`src/rtl/skvt_pkg.sv`:
```
// Shared types and constants of the key/value table.
`default_nettype none

package skvt_pkg;

    localparam int KEY_BITS = 32;
    localparam int DATA_BITS = 32;

    // Command codes.
    localparam logic [1:0] CMD_SET    = 2'd0;
    localparam logic [1:0] CMD_GET    = 2'd1;
    localparam logic [1:0] CMD_REMOVE = 2'd2;

    // Status codes.
    localparam logic [1:0] STATUS_OK      = 2'd0;
    localparam logic [1:0] STATUS_FULL    = 2'd1;
    localparam logic [1:0] STATUS_MISSING = 2'd2;

    typedef enum logic [2:0] {
        ST_IDLE,
        ST_SCAN,
        ST_FINISH,
        ST_ACT,
        ST_VWAIT
    } state_t;

endpackage

`default_nettype wire

```
`src/rtl/small_key_value_table_core.sv`:
```
// Top level of the fixed-capacity key/value table.
// Sequence: the scan walks the key memory, a finish state compares the last entry, then the
// command acts; a get that hits also waits in a state for the value memory before it reports.
// A new transaction is taken only in idle, after the last one is through; the key scan covers
// one entry per cycle, and the done strobe lasts one cycle and the receiver cannot stall it.
// Reset clears every valid mark at once; key and value memories are not cleared.
`default_nettype none

module small_key_value_table_core #(
    parameter int ENTRIES    = 16,
    parameter int VALUE_BITS = 32
) (
    input  wire logic        clk,
    input  wire logic        rst_n,
    input  wire logic        start,
    output logic             busy,
    input  wire logic [1:0]  cmd,
    input  wire logic [31:0] key,
    input  wire logic [31:0] value,
    output logic             done,
    output logic      [1:0]  status,
    output logic             found,
    output logic      [31:0] read_value
);

    localparam int IDX_W = (ENTRIES > 1) ? $clog2(ENTRIES) : 1;
    localparam logic [IDX_W-1:0] LAST_IDX = IDX_W'(ENTRIES - 1);

    // Transaction registers, captured when a command is accepted.
    skvt_pkg::state_t state_reg, state_next;
    logic [1:0]                         cmd_reg;
    logic [skvt_pkg::KEY_BITS-1:0]      key_reg;
    logic [skvt_pkg::DATA_BITS-1:0]     value_reg;

    // Scan address and the entry being compared in the following cycle, when the
    // key memory's read data arrives.
    logic [IDX_W-1:0] idx_reg, idx_next;
    logic [IDX_W-1:0] cmp_idx_reg;
    logic             cmp_en_reg;

    // Valid marks live in flip-flops so that reset clears them in one step.
    logic [ENTRIES-1:0] valid_reg, valid_next;

    // Result registers.
    logic        done_reg, done_next;
    logic [1:0]  status_reg, status_next;
    logic        found_reg, found_next;
    logic [31:0] read_value_reg, read_value_next;

    // Memory controls.
    logic                          key_we;
    logic [IDX_W-1:0]              key_waddr;
    logic [skvt_pkg::KEY_BITS-1:0] key_rdata;
    logic                          val_we;
    logic [IDX_W-1:0]              val_waddr;
    logic [VALUE_BITS-1:0]         val_wdata;
    logic [VALUE_BITS-1:0]         val_rdata;
    logic [31:0]                   val_rd32;

    // Scan results.
    logic             hit;
    logic [IDX_W-1:0] hit_idx;
    logic             free;
    logic [IDX_W-1:0] free_idx;

    logic accept;

    assign accept = start && (state_reg == skvt_pkg::ST_IDLE);

    // Stored values are VALUE_BITS wide; the data port is 32 bits. Narrow
    // tables keep the low bits, wide tables zero-extend, and a read returns
    // the low 32 bits of a wide stored value and zero-extends a narrow one.
    generate
        if (VALUE_BITS == 32)
        begin : g_vw_eq
            assign val_wdata = value_reg;
            assign val_rd32  = val_rdata;
        end
        else if (VALUE_BITS > 32)
        begin : g_vw_gt
            assign val_wdata = {{(VALUE_BITS - 32){1'b0}}, value_reg};
            assign val_rd32  = val_rdata[31:0];
        end
        else
        begin : g_vw_lt
            assign val_wdata = value_reg[VALUE_BITS-1:0];
            assign val_rd32  = {{(32 - VALUE_BITS){1'b0}}, val_rdata};
        end
    endgenerate

    skvt_ram #(
        .WIDTH (skvt_pkg::KEY_BITS),
        .DEPTH (ENTRIES)
    ) u_key_ram (
        .clk   (clk),
        .we    (key_we),
        .waddr (key_waddr),
        .wdata (key_reg),
        .raddr (idx_reg),
        .rdata (key_rdata)
    );

    // The value memory is read at the hit slot; its data is used only for a get that hit.
    skvt_ram #(
        .WIDTH (VALUE_BITS),
        .DEPTH (ENTRIES)
    ) u_val_ram (
        .clk   (clk),
        .we    (val_we),
        .waddr (val_waddr),
        .wdata (val_wdata),
        .raddr (hit_idx),
        .rdata (val_rdata)
    );

    skvt_scan #(
        .IDX_W (IDX_W)
    ) u_scan (
        .clk       (clk),
        .rst_n     (rst_n),
        .clear     (accept),
        .cmp_en    (cmp_en_reg),
        .cmp_idx   (cmp_idx_reg),
        .valid_bit (valid_reg[cmp_idx_reg]),
        .rd_key    (key_rdata),
        .key       (key_reg),
        .hit       (hit),
        .hit_idx   (hit_idx),
        .free      (free),
        .free_idx  (free_idx)
    );

    // Next state: the scan walks all entries, the finish state compares the
    // last one, then the command acts on the collected hit and free slot.
    always_comb
    begin
        state_next = state_reg;
        case (state_reg)
            skvt_pkg::ST_IDLE:
            begin
                if (start)
                begin
                    state_next = skvt_pkg::ST_SCAN;
                end
            end
            skvt_pkg::ST_SCAN:
            begin
                if (idx_reg == LAST_IDX)
                begin
                    state_next = skvt_pkg::ST_FINISH;
                end
            end
            skvt_pkg::ST_FINISH:
            begin
                state_next = skvt_pkg::ST_ACT;
            end
            skvt_pkg::ST_ACT:
            begin
                if ((cmd_reg == skvt_pkg::CMD_GET) && hit)
                begin
                    state_next = skvt_pkg::ST_VWAIT;
                end
                else
                begin
                    state_next = skvt_pkg::ST_IDLE;
                end
            end
            skvt_pkg::ST_VWAIT:
            begin
                state_next = skvt_pkg::ST_IDLE;
            end
            default:
            begin
                state_next = skvt_pkg::ST_IDLE;
            end
        endcase
    end

    // Outputs: memory writes, valid updates and the result of each transaction.
    always_comb
    begin
        idx_next        = idx_reg;
        valid_next      = valid_reg;
        key_we          = 1'b0;
        key_waddr       = free_idx;
        val_we          = 1'b0;
        val_waddr       = hit_idx;
        done_next       = 1'b0;
        status_next     = status_reg;
        found_next      = found_reg;
        read_value_next = read_value_reg;
        case (state_reg)
            skvt_pkg::ST_IDLE:
            begin
                idx_next = '0;
            end
            skvt_pkg::ST_SCAN:
            begin
                if (idx_reg != LAST_IDX)
                begin
                    idx_next = idx_reg + 1'b1;
                end
            end
            skvt_pkg::ST_ACT:
            begin
                found_next      = hit;
                read_value_next = '0;
                status_next     = hit ? skvt_pkg::STATUS_OK : skvt_pkg::STATUS_MISSING;
                done_next       = 1'b1;
                case (cmd_reg)
                    skvt_pkg::CMD_SET:
                    begin
                        if (hit)
                        begin
                            val_we = 1'b1;
                        end
                        else if (free)
                        begin
                            key_we               = 1'b1;
                            val_we               = 1'b1;
                            val_waddr            = free_idx;
                            valid_next[free_idx] = 1'b1;
                            status_next          = skvt_pkg::STATUS_OK;
                        end
                        else
                        begin
                            status_next = skvt_pkg::STATUS_FULL;
                        end
                    end
                    skvt_pkg::CMD_GET:
                    begin
                        // A hit waits in the value-wait state for the value memory.
                        done_next = !hit;
                    end
                    skvt_pkg::CMD_REMOVE:
                    begin
                        if (hit)
                        begin
                            valid_next[hit_idx] = 1'b0;
                        end
                    end
                    default:
                    begin
                        // The unused command code only reports presence.
                    end
                endcase
            end
            skvt_pkg::ST_VWAIT:
            begin
                read_value_next = val_rd32;
                done_next       = 1'b1;
            end
            default:
            begin
            end
        endcase
    end

    always_ff @(posedge clk or negedge rst_n)
    begin
        if (!rst_n)
        begin
            state_reg  <= skvt_pkg::ST_IDLE;
            valid_reg  <= '0;
            done_reg   <= 1'b0;
            cmp_en_reg <= 1'b0;
            idx_reg    <= '0;
        end
        else
        begin
            state_reg  <= state_next;
            valid_reg  <= valid_next;
            done_reg   <= done_next;
            cmp_en_reg <= (state_reg == skvt_pkg::ST_SCAN);
            idx_reg    <= idx_next;
        end
    end

    always_ff @(posedge clk)
    begin
        if (accept)
        begin
            cmd_reg   <= cmd;
            key_reg   <= key;
            value_reg <= value;
        end
        cmp_idx_reg    <= idx_reg;
        status_reg     <= status_next;
        found_reg      <= found_next;
        read_value_reg <= read_value_next;
    end

    assign busy       = (state_reg != skvt_pkg::ST_IDLE);
    assign done       = done_reg;
    assign status     = status_reg;
    assign found      = found_reg;
    assign read_value = read_value_reg;

endmodule

`default_nettype wire

```
`src/rtl/skvt_ram.sv`:
```
// Generic single-write, single-read synchronous RAM with registered read data.
`default_nettype none

module skvt_ram #(
    parameter int WIDTH = 32,
    parameter int DEPTH = 16
) (
    input  wire logic                                 clk,
    input  wire logic                                 we,
    input  wire logic [(DEPTH > 1 ? $clog2(DEPTH) : 1)-1:0] waddr,
    input  wire logic [WIDTH-1:0]                     wdata,
    input  wire logic [(DEPTH > 1 ? $clog2(DEPTH) : 1)-1:0] raddr,
    output logic      [WIDTH-1:0]                     rdata
);

    logic [WIDTH-1:0] mem [DEPTH];

    always_ff @(posedge clk)
    begin
        if (we)
        begin
            mem[waddr] <= wdata;
        end
        rdata <= mem[raddr];
    end

endmodule

`default_nettype wire

```
`src/rtl/skvt_scan.sv`:
```
// Match and free-slot tracker that evaluates one table entry per cycle.
`default_nettype none

module skvt_scan #(
    parameter int IDX_W = 4
) (
    input  wire logic                          clk,
    input  wire logic                          rst_n,
    input  wire logic                          clear,
    input  wire logic                          cmp_en,
    input  wire logic [IDX_W-1:0]              cmp_idx,
    input  wire logic                          valid_bit,
    input  wire logic [skvt_pkg::KEY_BITS-1:0] rd_key,
    input  wire logic [skvt_pkg::KEY_BITS-1:0] key,
    output logic                               hit,
    output logic      [IDX_W-1:0]              hit_idx,
    output logic                               free,
    output logic      [IDX_W-1:0]              free_idx
);

    logic             hit_reg, hit_next;
    logic             free_reg, free_next;
    logic [IDX_W-1:0] hit_idx_reg, hit_idx_next;
    logic [IDX_W-1:0] free_idx_reg, free_idx_next;

    // The first hit and the first free slot are kept, so the lowest index wins.
    always_comb
    begin
        hit_next      = hit_reg;
        hit_idx_next  = hit_idx_reg;
        free_next     = free_reg;
        free_idx_next = free_idx_reg;
        if (clear)
        begin
            hit_next  = 1'b0;
            free_next = 1'b0;
        end
        else if (cmp_en)
        begin
            if (valid_bit && (rd_key == key) && !hit_reg)
            begin
                hit_next     = 1'b1;
                hit_idx_next = cmp_idx;
            end
            if (!valid_bit && !free_reg)
            begin
                free_next     = 1'b1;
                free_idx_next = cmp_idx;
            end
        end
    end

    always_ff @(posedge clk or negedge rst_n)
    begin
        if (!rst_n)
        begin
            hit_reg  <= 1'b0;
            free_reg <= 1'b0;
        end
        else
        begin
            hit_reg  <= hit_next;
            free_reg <= free_next;
        end
    end

    always_ff @(posedge clk)
    begin
        hit_idx_reg  <= hit_idx_next;
        free_idx_reg <= free_idx_next;
    end

    assign hit      = hit_reg;
    assign hit_idx  = hit_idx_reg;
    assign free     = free_reg;
    assign free_idx = free_idx_reg;

endmodule

`default_nettype wire

```
`config.mk`:
```
export PLATFORM = sky130hd
export DESIGN_NAME = small_key_value_table_core
export DESIGN_NICKNAME = d
export VERILOG_FILES = /design/src/rtl/skvt_pkg.sv /design/src/rtl/small_key_value_table_core.sv /design/src/rtl/skvt_ram.sv /design/src/rtl/skvt_scan.sv
export SDC_FILE = /design/constraint.sdc
export NUM_CORES = 1
export LEC_CHECK = 0
export BUFFER_PORTS_ARGS = -buffer_cell sky130_fd_sc_hd__buf_2
export CELL_PAD_IN_SITES_DETAIL_PLACEMENT = 1
export CELL_PAD_IN_SITES_GLOBAL_PLACEMENT = 2
export CORE_AREA = 2 2 391 238
export DETAILED_ROUTE_END_ITERATION = 6
export DIE_AREA = 0 0 393 240
export PLACE_DENSITY = 0.79
export SKIP_LAST_GASP = 1
export SYNTH_ARGS = -nofsm -noshare
export SYNTH_HDL_FRONTEND = slang
export SYNTH_SLANG_ARGS = --single-unit
```
`constraint.sdc`:
```
create_clock -name clk -period 4.4 [get_ports clk]
set_input_delay 1.32 -clock clk [delete_from_list [all_inputs] [get_ports clk]]
set_output_delay 1.32 -clock clk [all_outputs]
set_load 0.02 [all_outputs]
```
==> flow_metrics.env, run 1 <==
export IMPL_synth_xor_area_share=0.00661
export IMPL_synth_cell_type_count=42
export IMPL_dp_hpwl_mm=57.8
export IMPL_path_class="reg2out"
export IMPL_grt_pass1_vias=21200
export IMPL_critPathLaunchType="register"
export IMPL_drtIter0Drc=2144
export IMPL_synth_edf_count=1133
export IMPL_maxSlewViolCount=0
export IMPL_final_common_cell="edfxtp_1"
export IMPL_antenna_found_initial=3
export IMPL_slowest_delay_ns=0.56
export IMPL_initial_core_util=0.496
export IMPL_p_per_area_nw_per_um2=519
export IMPL_grt_setup_unrepaired="no"
export IMPL_drt_pass1_iterations=5
export IMPL_fp_dieH_um=240
export IMPL_timing_final_ws_setup_ns=0.870
export IMPL_max_freq_mhz=283
export IMPL_fin_tns_setup_ns=0
export IMPL_cts_buffer_depth=3
export IMPL_synth_top_family_by_area="multiplexers"
export IMPL_synth_async_reset_ratio=0.0220
export IMPL_ant_nets=0
export IMPL_worst_pin_slew_ns=1.23
export IMPL_hold_path_class="reg2reg"
export IMPL_critPathSlowestCell="nor3_1"
export IMPL_numCtsBuffers=110
export IMPL_largestRegisters="u_key_ram.mem: 512 flops, u_val_ram.mem: 512 flops"
export IMPL_final_util=0.562
export IMPL_multi_input_area_um2=8900
export IMPL_ctsHoldBuffers=0
export IMPL_grt_max_degree=129
export IMPL_p_int_uw=20200
export IMPL_clock_skew_ns=0.0292
export IMPL_min_period_over_period=0.802
export IMPL_p_switching_uw=6310
export IMPL_layout_drive_gt1_share=0.321
export IMPL_peakVddDrop_mv=0.321
export IMPL_syn_area_um2=45100
export IMPL_via_count=20100
export IMPL_worstReg2RegEnd="u_val_ram.mem[10][25]"
export IMPL_clk_latency_ns=0.71
export IMPL_r2r_setup_slack_ns=1.08
export IMPL_grt_pass1_wl_mm=149
export IMPL_clkSlewWorstSetupHoldPaths_ns=0.06
export IMPL_synthMuxAreaShare=0.162
export IMPL_routed_via_density=5.96
export IMPL_ctsResizeCount=0
export IMPL_hold_viol_final=0
export IMPL_netSwitchingFraction=0.238
export IMPL_rr_startpoint="u_scan.hit"
export IMPL_gp_congestion=0.773
export IMPL_seq_area_um2=36100
export IMPL_io_pins=106
export IMPL_synth_compound_area_frac=0.00586
export IMPL_power_frac_seq=0.537
export IMPL_cts_root_buf="clkbuf_16"
export IMPL_period_needed_ns=3.53
export IMPL_crit_path_max_fanout=7
export IMPL_layout_common_cells="edfxtp_1 (1,133), mux4_2 (325), clkbuf_16 (111)"
export IMPL_finalNetCount=2114
export IMPL_postSynthCellCount=1851
export IMPL_yosys_warnings=0
export IMPL_drv_cap=0
export IMPL_p_comb_frac=0.105
export IMPL_wirelength_mm=101
export IMPL_reg2regPathDepth=6
export IMPL_gr_usage_all_layers=0.220
export IMPL_fillCellCount=7543
export IMPL_hp_start="u_val_ram.rdata[2]"
export IMPL_die_w_um=393
export IMPL_hold_depth=1
export IMPL_holdPathEnd="read_value[2]"
export IMPL_syn_nets=1921
export IMPL_crit_required_ns=3.08
export IMPL_p_leak_uw=0.0160
export IMPL_cts_setup_buffers=0
export IMPL_avgSynthCellArea_um2=24.4
export IMPL_arrival_ns=2.21
export IMPL_pre_cts_slack_ns=1.17
export IMPL_coreArea_um2=90900
export IMPL_synth_ff_latch_count=1228
export IMPL_cp_end_kind="primary output"
export IMPL_cp_cell_sequence="nor3_1, inv_1, buf_2"
export IMPL_yosysSeqAreaShare=0.800
export IMPL_cts_tree="yes"
export IMPL_wl_per_cell_um=29.8
export IMPL_overflow=0
export IMPL_drc=0
export IMPL_area_delta_synth_final_pct=13.4
export IMPL_relSlewSlack=0.170
export IMPL_clock_sinks=1228
export IMPL_die_area_um2=94300
export IMPL_htreeDepth=3
export IMPL_synthSimpleGateAreaFrac=0.0170
export IMPL_row_count=86
export IMPL_clkPwrFrac=0.357
export IMPL_synth_fa_ha_area_frac=0.000278
export IMPL_setup_viol=0
export IMPL_ys_flop_type="edfxtp_1"
export IMPL_portBuffers=105
export IMPL_power_uw=26500
export IMPL_status="finished clean"
export IMPL_antenna_cells=0
==> area by class of cell <==
| class | count | share of cell area |
|---|---|---|
| Clock buffer | 159 | 0.0594 |
| Clock inverter | 49 | 0.0100 |
| Inverter | 6 | 0.000490 |
| Multi-Input combinational cell | 535 | 0.174 |
| Sequential cell | 1228 | 0.706 |
| Tap cell | 1232 | 0.0302 |
| Timing Repair Buffer | 163 | 0.0203 |
==> cell families after synthesis <==
group / count (synthesis)
flip-flops: 1228
buffers and inverters: 88
adder cells (fa/ha/maj): 1
AO/OA/AOI/OAI: 35
XOR/XNOR: 34
AND/OR/NAND/NOR: 140
multiplexers: 325
==> cell usage after synthesis (all sizes together) (3+ instances only) <==
master / n / area share
nand2b: 5 / 0.00069
xnor2: 4 / 0.00078
clkbuf: 47 / 0.0039
o21ai: 6 / 0.00067
nor3: 15 / 0.0020
and2: 33 / 0.0046
nand2: 20 / 0.0017
a2bb2oi: 16 / 0.0032
mux4: 325 / 0.16
xor2: 30 / 0.0058
buf: 35 / 0.0037
inv: 6 / 0.00050
a21oi: 5 / 0.00055
nand3: 4 / 0.00044
edfxtp: 1133 / 0.75
dfrtp: 27 / 0.015
dfxtp: 68 / 0.030
nand4: 4 / 0.00055
nor4: 10 / 0.0014
a31oi: 3 / 0.00042
nor2: 37 / 0.0034
and3: 3 / 0.00042
==> power by group through the flow <==
stage          Sequential (uW)  Clock [uW]  Combinational, uW
4_1_cts                  14300        9670               2830
2_1_floorplan            13900           0               2220
3_3_place_gp             14400           0               2770
5_1_grt                  14300       10100               2980
6_report                 14200        9480               2800
3_5_place_dp             14500           0               2800
==> stage by stage <==
| step | hold slack, ns | area [um2] | std cells |
|---|---|---|---|
| after global routing | 0.518 | 51100 | 3372 |
| after CTS | 0.507 | 51100 | 3372 |
| after floorplan | 0.342 | 45100 | 1851 |
| after global placement | 0.488 | 47600 | 3164 |
| after detailed placement | 0.492 | 47600 | 3164 |
| final | 0.503 | 51100 | 3372 |
==> layer usage <==
| layer | track usage | vias up | share of wire |
|---|---|---|---|
| met5 | 0 | - | 0.00020 |
| met3 | 0.0500 | 126 | 0.077 |
| met2 | 0.314 | 763 | 0.45 |
| met1 | 0.349 | 11000 | 0.46 |
| li1 | - | 8234 | - |
| met4 | 0.0478 | 2 | 0.017 |
==> worst max path at each step <==
stage            startpoint                   end  slack (ns)  depth (start not counted)
2_1_floorplan  state_reg[2]   u_key_ram.mem[3][0]        0.56                          4
5_1_grt        state_reg[1]                  busy        0.71                          3
4_1_cts        state_reg[1]                  busy        0.80                          3
3_3_place_gp     u_scan.hit  u_val_ram.mem[2][18]        1.20                          5
3_5_place_dp     u_scan.hit  u_val_ram.mem[2][18]        1.17                          5
6_report       state_reg[1]                  busy        0.87                          3
==> worst max-delay path, delay by kind of cell, from the launching register on <==
| kind | cells | cell delay [ns] |
|---|---|---|
| DFF | 1 | 0.48 |
| buffers and inverters | 2 | 0.45 |
| and+or+nand+nor | 1 | 0.56 |
Power figures use the tool's default switching activity.
==> run 2, diff against run 1 <==
Clock period 4.4 ns to 3.5 ns, I/O delays scaled along.
==> run 2 against run 1 <==
Effect of this change:
- critical path depth grew 3
- non-clock buffer count grew 14
- clock skew shrank 0.014 ns
- die area is the same
- largest power group unchanged
==> flow_metrics.env, run 2 (synthesis gave the netlist of run 1 again) <==
export IMPL_setup_viol=0
export IMPL_min_period_over_period=0.912
export IMPL_dpl_cell_area_um2=48000
export IMPL_fillCellCount=7512
export IMPL_layout_drive_gt1_share=0.329
export IMPL_cp_top_family="simple AND/OR/NAND/NOR gates"
export IMPL_via_count=20000
export IMPL_multi_input_area_um2=8910
export IMPL_hold_viol_final=0
export IMPL_grt_setup_unrepaired="no"
export IMPL_drt_pass1_iterations=5
export IMPL_crit_required_ns=3.89
export IMPL_cts_tree="yes"
export IMPL_peakVddDrop_mv=0.489
export IMPL_initial_core_util=0.496
export IMPL_grtUsageMet2=0.325
export IMPL_io_pins=106
export IMPL_pre_cts_slack_ns=0.339
export IMPL_critPathSlowestCell="nor4_1"
export IMPL_row_count=86
export IMPL_p_per_area_nw_per_um2=645
export IMPL_clock_sinks=1228
export IMPL_design_area_um2=51600
export IMPL_cp_cell_sequence="xor2_1, nor4_1, buf_4, nand4_1, nor4_1, and3_1"
export IMPL_cp_end_kind="register"
export IMPL_gp_congestion=0.767
export IMPL_worstReg2RegEnd="u_scan.hit_idx[1]"
export IMPL_numCtsBuffers=107
export IMPL_timing_final_ws_setup_ns=0.309
export IMPL_seq_area_um2=36100
export IMPL_portBuffers=105
export IMPL_status="finished clean"
export IMPL_fin_tns_setup_ns=0
export IMPL_area_delta_synth_final_pct=14.3
export IMPL_grt_pass1_vias=21200
export IMPL_crit_path_max_fanout=17
export IMPL_final_common_cell="edfxtp_1"
export IMPL_p_leak_uw=0.0162
export IMPL_routed_via_density=5.91
export IMPL_holdWs_ns=0.402
export IMPL_grtUsageMet1=0.340
export IMPL_overflow=0
export IMPL_die_w_um=393
export IMPL_gr_usage_all_layers=0.220
export IMPL_drc=0
export IMPL_cts_setup_buffers=0
export IMPL_cp_common_cell="nor4_1"
export IMPL_slowest_delay_ns=0.88
export IMPL_cts_root_buf="clkbuf_16"
export IMPL_die_area_um2=94300
export IMPL_critPathLaunchType="register"
export IMPL_clock_skew_ns=0.0153
export IMPL_maxSlewViolCount=0
export IMPL_ant_nets=0
export IMPL_hold_path_class="in2async"
export IMPL_grt_max_degree=129
export IMPL_drv_cap=0
export IMPL_fp_dieH_um=240
export IMPL_wl_per_cell_um=29.6
export IMPL_coreArea_um2=90900
export IMPL_finalNetCount=2125
export IMPL_wirelength_mm=100
export IMPL_power_uw=33300
export IMPL_clk_latency_ns=0.69
export IMPL_htreeDepth=3
export IMPL_antenna_found_initial=3
export IMPL_r2r_setup_slack_ns=0.31
export IMPL_largestRegisters="u_key_ram.mem: 512 flops, u_val_ram.mem: 512 flops"
export IMPL_layout_common_cells="edfxtp_1 (1,133), mux4_2 (325), clkbuf_16 (111)"
export IMPL_busiest_layer="met1"
export IMPL_relSlewSlack=0.314
export IMPL_cts_buffer_depth=3
export IMPL_period_needed_ns=3.19
export IMPL_drtIter0Drc=2082
export IMPL_clkSlewWorstSetupHoldPaths_ns=0.07
export IMPL_grt_pass1_wl_mm=147
export IMPL_arrival_ns=3.58
export IMPL_path_class="reg2reg"
export IMPL_reg2regPathDepth=6
export IMPL_max_freq_mhz=313
export IMPL_dp_hpwl_mm=54.6
export IMPL_rr_startpoint="key_reg[22]"
export IMPL_grtUsageMet3=0.0458
export IMPL_ctsResizeCount=0
export IMPL_cp_num_buf_inv=1
export IMPL_worst_pin_slew_ns=1.02
export IMPL_ctsHoldBuffers=0
-- run 2: changes by cell type in the layout (fill, tap and decap cells not counted), sizes merged --
cell      delta
buf         +14
bufinv       -1
clkbuf       +4
clkinv      -12
clkinvlp     +2
diode        +1
-- run 2: worst max-delay path by stage --
stage | startpoint | end | depth (start not counted)
global route | state_reg[1] | busy | 3
global placement | key_reg[22] | u_scan.hit_idx[1] | 6
floorplan | u_scan.hit_idx[1] | u_val_ram.mem[3][0] | 7
detailed placement | key_reg[22] | u_scan.hit_idx[2] | 6
finish | key_reg[22] | u_scan.hit_idx[1] | 6
CTS | state_reg[1] | busy | 3
-- run 2: metrics by stage --
step / utilization / instances
2_1_floorplan: - / 1851
3_3_place_gp: 0.528 / 3178
3_5_place_dp: 0.528 / 3178
4_1_cts: 0.567 / 3379
5_1_grt: 0.567 / 3379
6_report: 0.567 / 3380
-- run 2: final cells by class --
cell class / instances / area share
flip-flops and latches: 1228 / 0.700
multi-input cells: 535 / 0.173
clock buffers: 163 / 0.0617
well taps: 1232 / 0.0299
repair buffers: 177 / 0.0280
clock inverters: 38 / 0.00733
inverters: 6 / 0.000485
diodes: 1 / 0.0000485
-- run 2: per-layer routing --
layer  vias to the layer above  part of all wire
li1                       8271                 -
met1                     10900              0.45
met2                       662              0.46
met3                       137             0.069
met4                         2             0.018
met5                         -          0.000090
-- run 2: power breakdown --
group	internal [uW]	switching (uW)	total (uW)
logic	1990	1730	3720
clock network	6780	5150	11900
registers	16800	781	17600
total	25600	7660	33300
-- run 2: worst reg2reg max path, stage by stage (launching register included) --
cell	delay, ns
edfxtp_1	0.60
xor2_1	0.25
nor4_1	0.88
buf_4	0.25
nand4_1	0.15
nor4_1	0.44
and3_1	0.34
==> run 3, diff against run 2 <==
Settings changed: REMOVE_ABC_BUFFERS set to 1.
==> run 3 against run 2 <==
Effect of this change:
- via count is 0.81% higher
- hold slack worse by 0.0027 ns
- first-iteration DRC count is 14% higher
- largest cell class unchanged
==> flow_metrics.env, run 3 (synthesis gave the netlist of run 1 again) <==
export IMPL_gp_congestion=0.760
export IMPL_cp_top_family="simple AND/OR/NAND/NOR gates"
export IMPL_grt_pass1_wl_mm=149
export IMPL_coreArea_um2=90900
export IMPL_cp_end_kind="primary output"
export IMPL_crit_path_max_fanout=7
export IMPL_cp_cell_sequence="nor3_1, inv_1, buf_2"
export IMPL_final_util=0.566
export IMPL_die_area_um2=94300
export IMPL_design_area_um2=51500
export IMPL_antenna_found_initial=5
export IMPL_path_class="reg2out"
export IMPL_die_w_um=393
export IMPL_crit_required_ns=2.45
export IMPL_fp_dieH_um=240
export IMPL_max_freq_mhz=306
export IMPL_io_pins=106
export IMPL_peakVddDrop_mv=0.404
export IMPL_slowest_delay_ns=0.61
export IMPL_htreeDepth=3
export IMPL_status="finished clean"
export IMPL_relSlewSlack=0.371
export IMPL_cp_num_buf_inv=2
export IMPL_critPathLaunchType="register"
export IMPL_ctsHoldBuffers=0
export IMPL_drtIter0Drc=2381
export IMPL_arrival_ns=2.22
export IMPL_area_delta_synth_final_pct=14.1
export IMPL_pre_cts_slack_ns=0.620
export IMPL_initial_core_util=0.496
export IMPL_routed_via_density=5.95
export IMPL_setup_viol=0
export IMPL_wirelength_mm=101
export IMPL_dpl_cell_area_um2=48000
export IMPL_overflow=0
export IMPL_r2r_setup_slack_ns=0.59
export IMPL_maxSlewViolCount=0
export IMPL_p_leak_uw=0.0161
export IMPL_grt_setup_unrepaired="no"
export IMPL_finalNetCount=2128
export IMPL_grt_pass1_vias=21200
export IMPL_dp_hpwl_mm=56.1
export IMPL_clock_skew_ns=0.0180
export IMPL_min_period_over_period=0.935
export IMPL_layout_drive_gt1_share=0.324
export IMPL_drc=0
export IMPL_ctsResizeCount=0
export IMPL_power_uw=33000
export IMPL_drv_cap=0
export IMPL_worst_pin_slew_ns=0.939
export IMPL_portBuffers=105
export IMPL_gr_usage_all_layers=0.221
export IMPL_numCtsBuffers=107
export IMPL_wl_per_cell_um=29.9
export IMPL_clkSlewWorstSetupHoldPaths_ns=0.07
export IMPL_row_count=86
export IMPL_clk_latency_ns=0.69
export IMPL_final_common_cell="edfxtp_1"
export IMPL_critPathSlowestCell="nor3_1"
export IMPL_hold_path_class="in2async"
export IMPL_via_count=20100
export IMPL_timing_final_ws_setup_ns=0.228
export IMPL_p_per_area_nw_per_um2=641
export IMPL_drt_pass1_iterations=5
export IMPL_cts_setup_buffers=0
export IMPL_cts_buffer_depth=3
export IMPL_period_needed_ns=3.27
export IMPL_cts_root_buf="clkbuf_16"
export IMPL_antenna_cells=0
export IMPL_largestRegisters="u_key_ram.mem: 512 flops, u_val_ram.mem: 512 flops"
export IMPL_fin_tns_setup_ns=0
export IMPL_grt_max_degree=129
export IMPL_ant_nets=0
export IMPL_layout_common_cells="edfxtp_1 (1,133), mux4_2 (325), clkbuf_16 (111)"
export IMPL_clock_sinks=1228
export IMPL_hold_viol_final=0
export IMPL_cts_tree="yes"
## run 3: layout make-up
type                            instances  area [um2]
Timing Repair Buffer                  180        1500
Tap cell                             1232        1540
Sequential cell                      1228       36100
Inverter                                6        25.0
Fill cell                            7483       39500
Clock buffer                          159        3040
Multi-Input combinational cell        535        8900
Clock inverter                         41         382
## run 3: power by group
group	switching (uW)	total [uW]	internal, uW	leakage (uW)
Sequential	922	17700	16800	0.0111
Clock	5120	11600	6510	0.00166
Combinational	1610	3600	1990	0.00339
## run 3: layer usage
layer / global-route usage / wire length [um]
met1: 0.346 / 46700
met2: 0.332 / 46600
met3: 0.0396 / 6150
met4: 0.0441 / 1740
met5: 0 / 36
## run 3: path summary, 6_finish.rpt
check                                    start  depth (start not counted)              endpoint
hold reg to reg            u_val_ram.rdata[24]                          1        read_value[24]
setup reg to reg                  state_reg[1]                          5  u_val_ram.mem[0][12]
hold / removal                           rst_n                          1         valid_reg[15]
min in group clk           u_val_ram.rdata[24]                          1        read_value[24]
max in group asynchronous                rst_n                          1            idx_reg[1]
setup / recovery                  state_reg[1]                          3                  busy
## run 3: per-stage QoR
step / std cells / hold slack [ns]
final: 3381 / 0.399
after global routing: 3381 / 0.390
after CTS: 3381 / 0.371
after detailed placement: 3181 / 0.490
after global placement: 3181 / 0.490
after floorplan: 1769 / 0.434
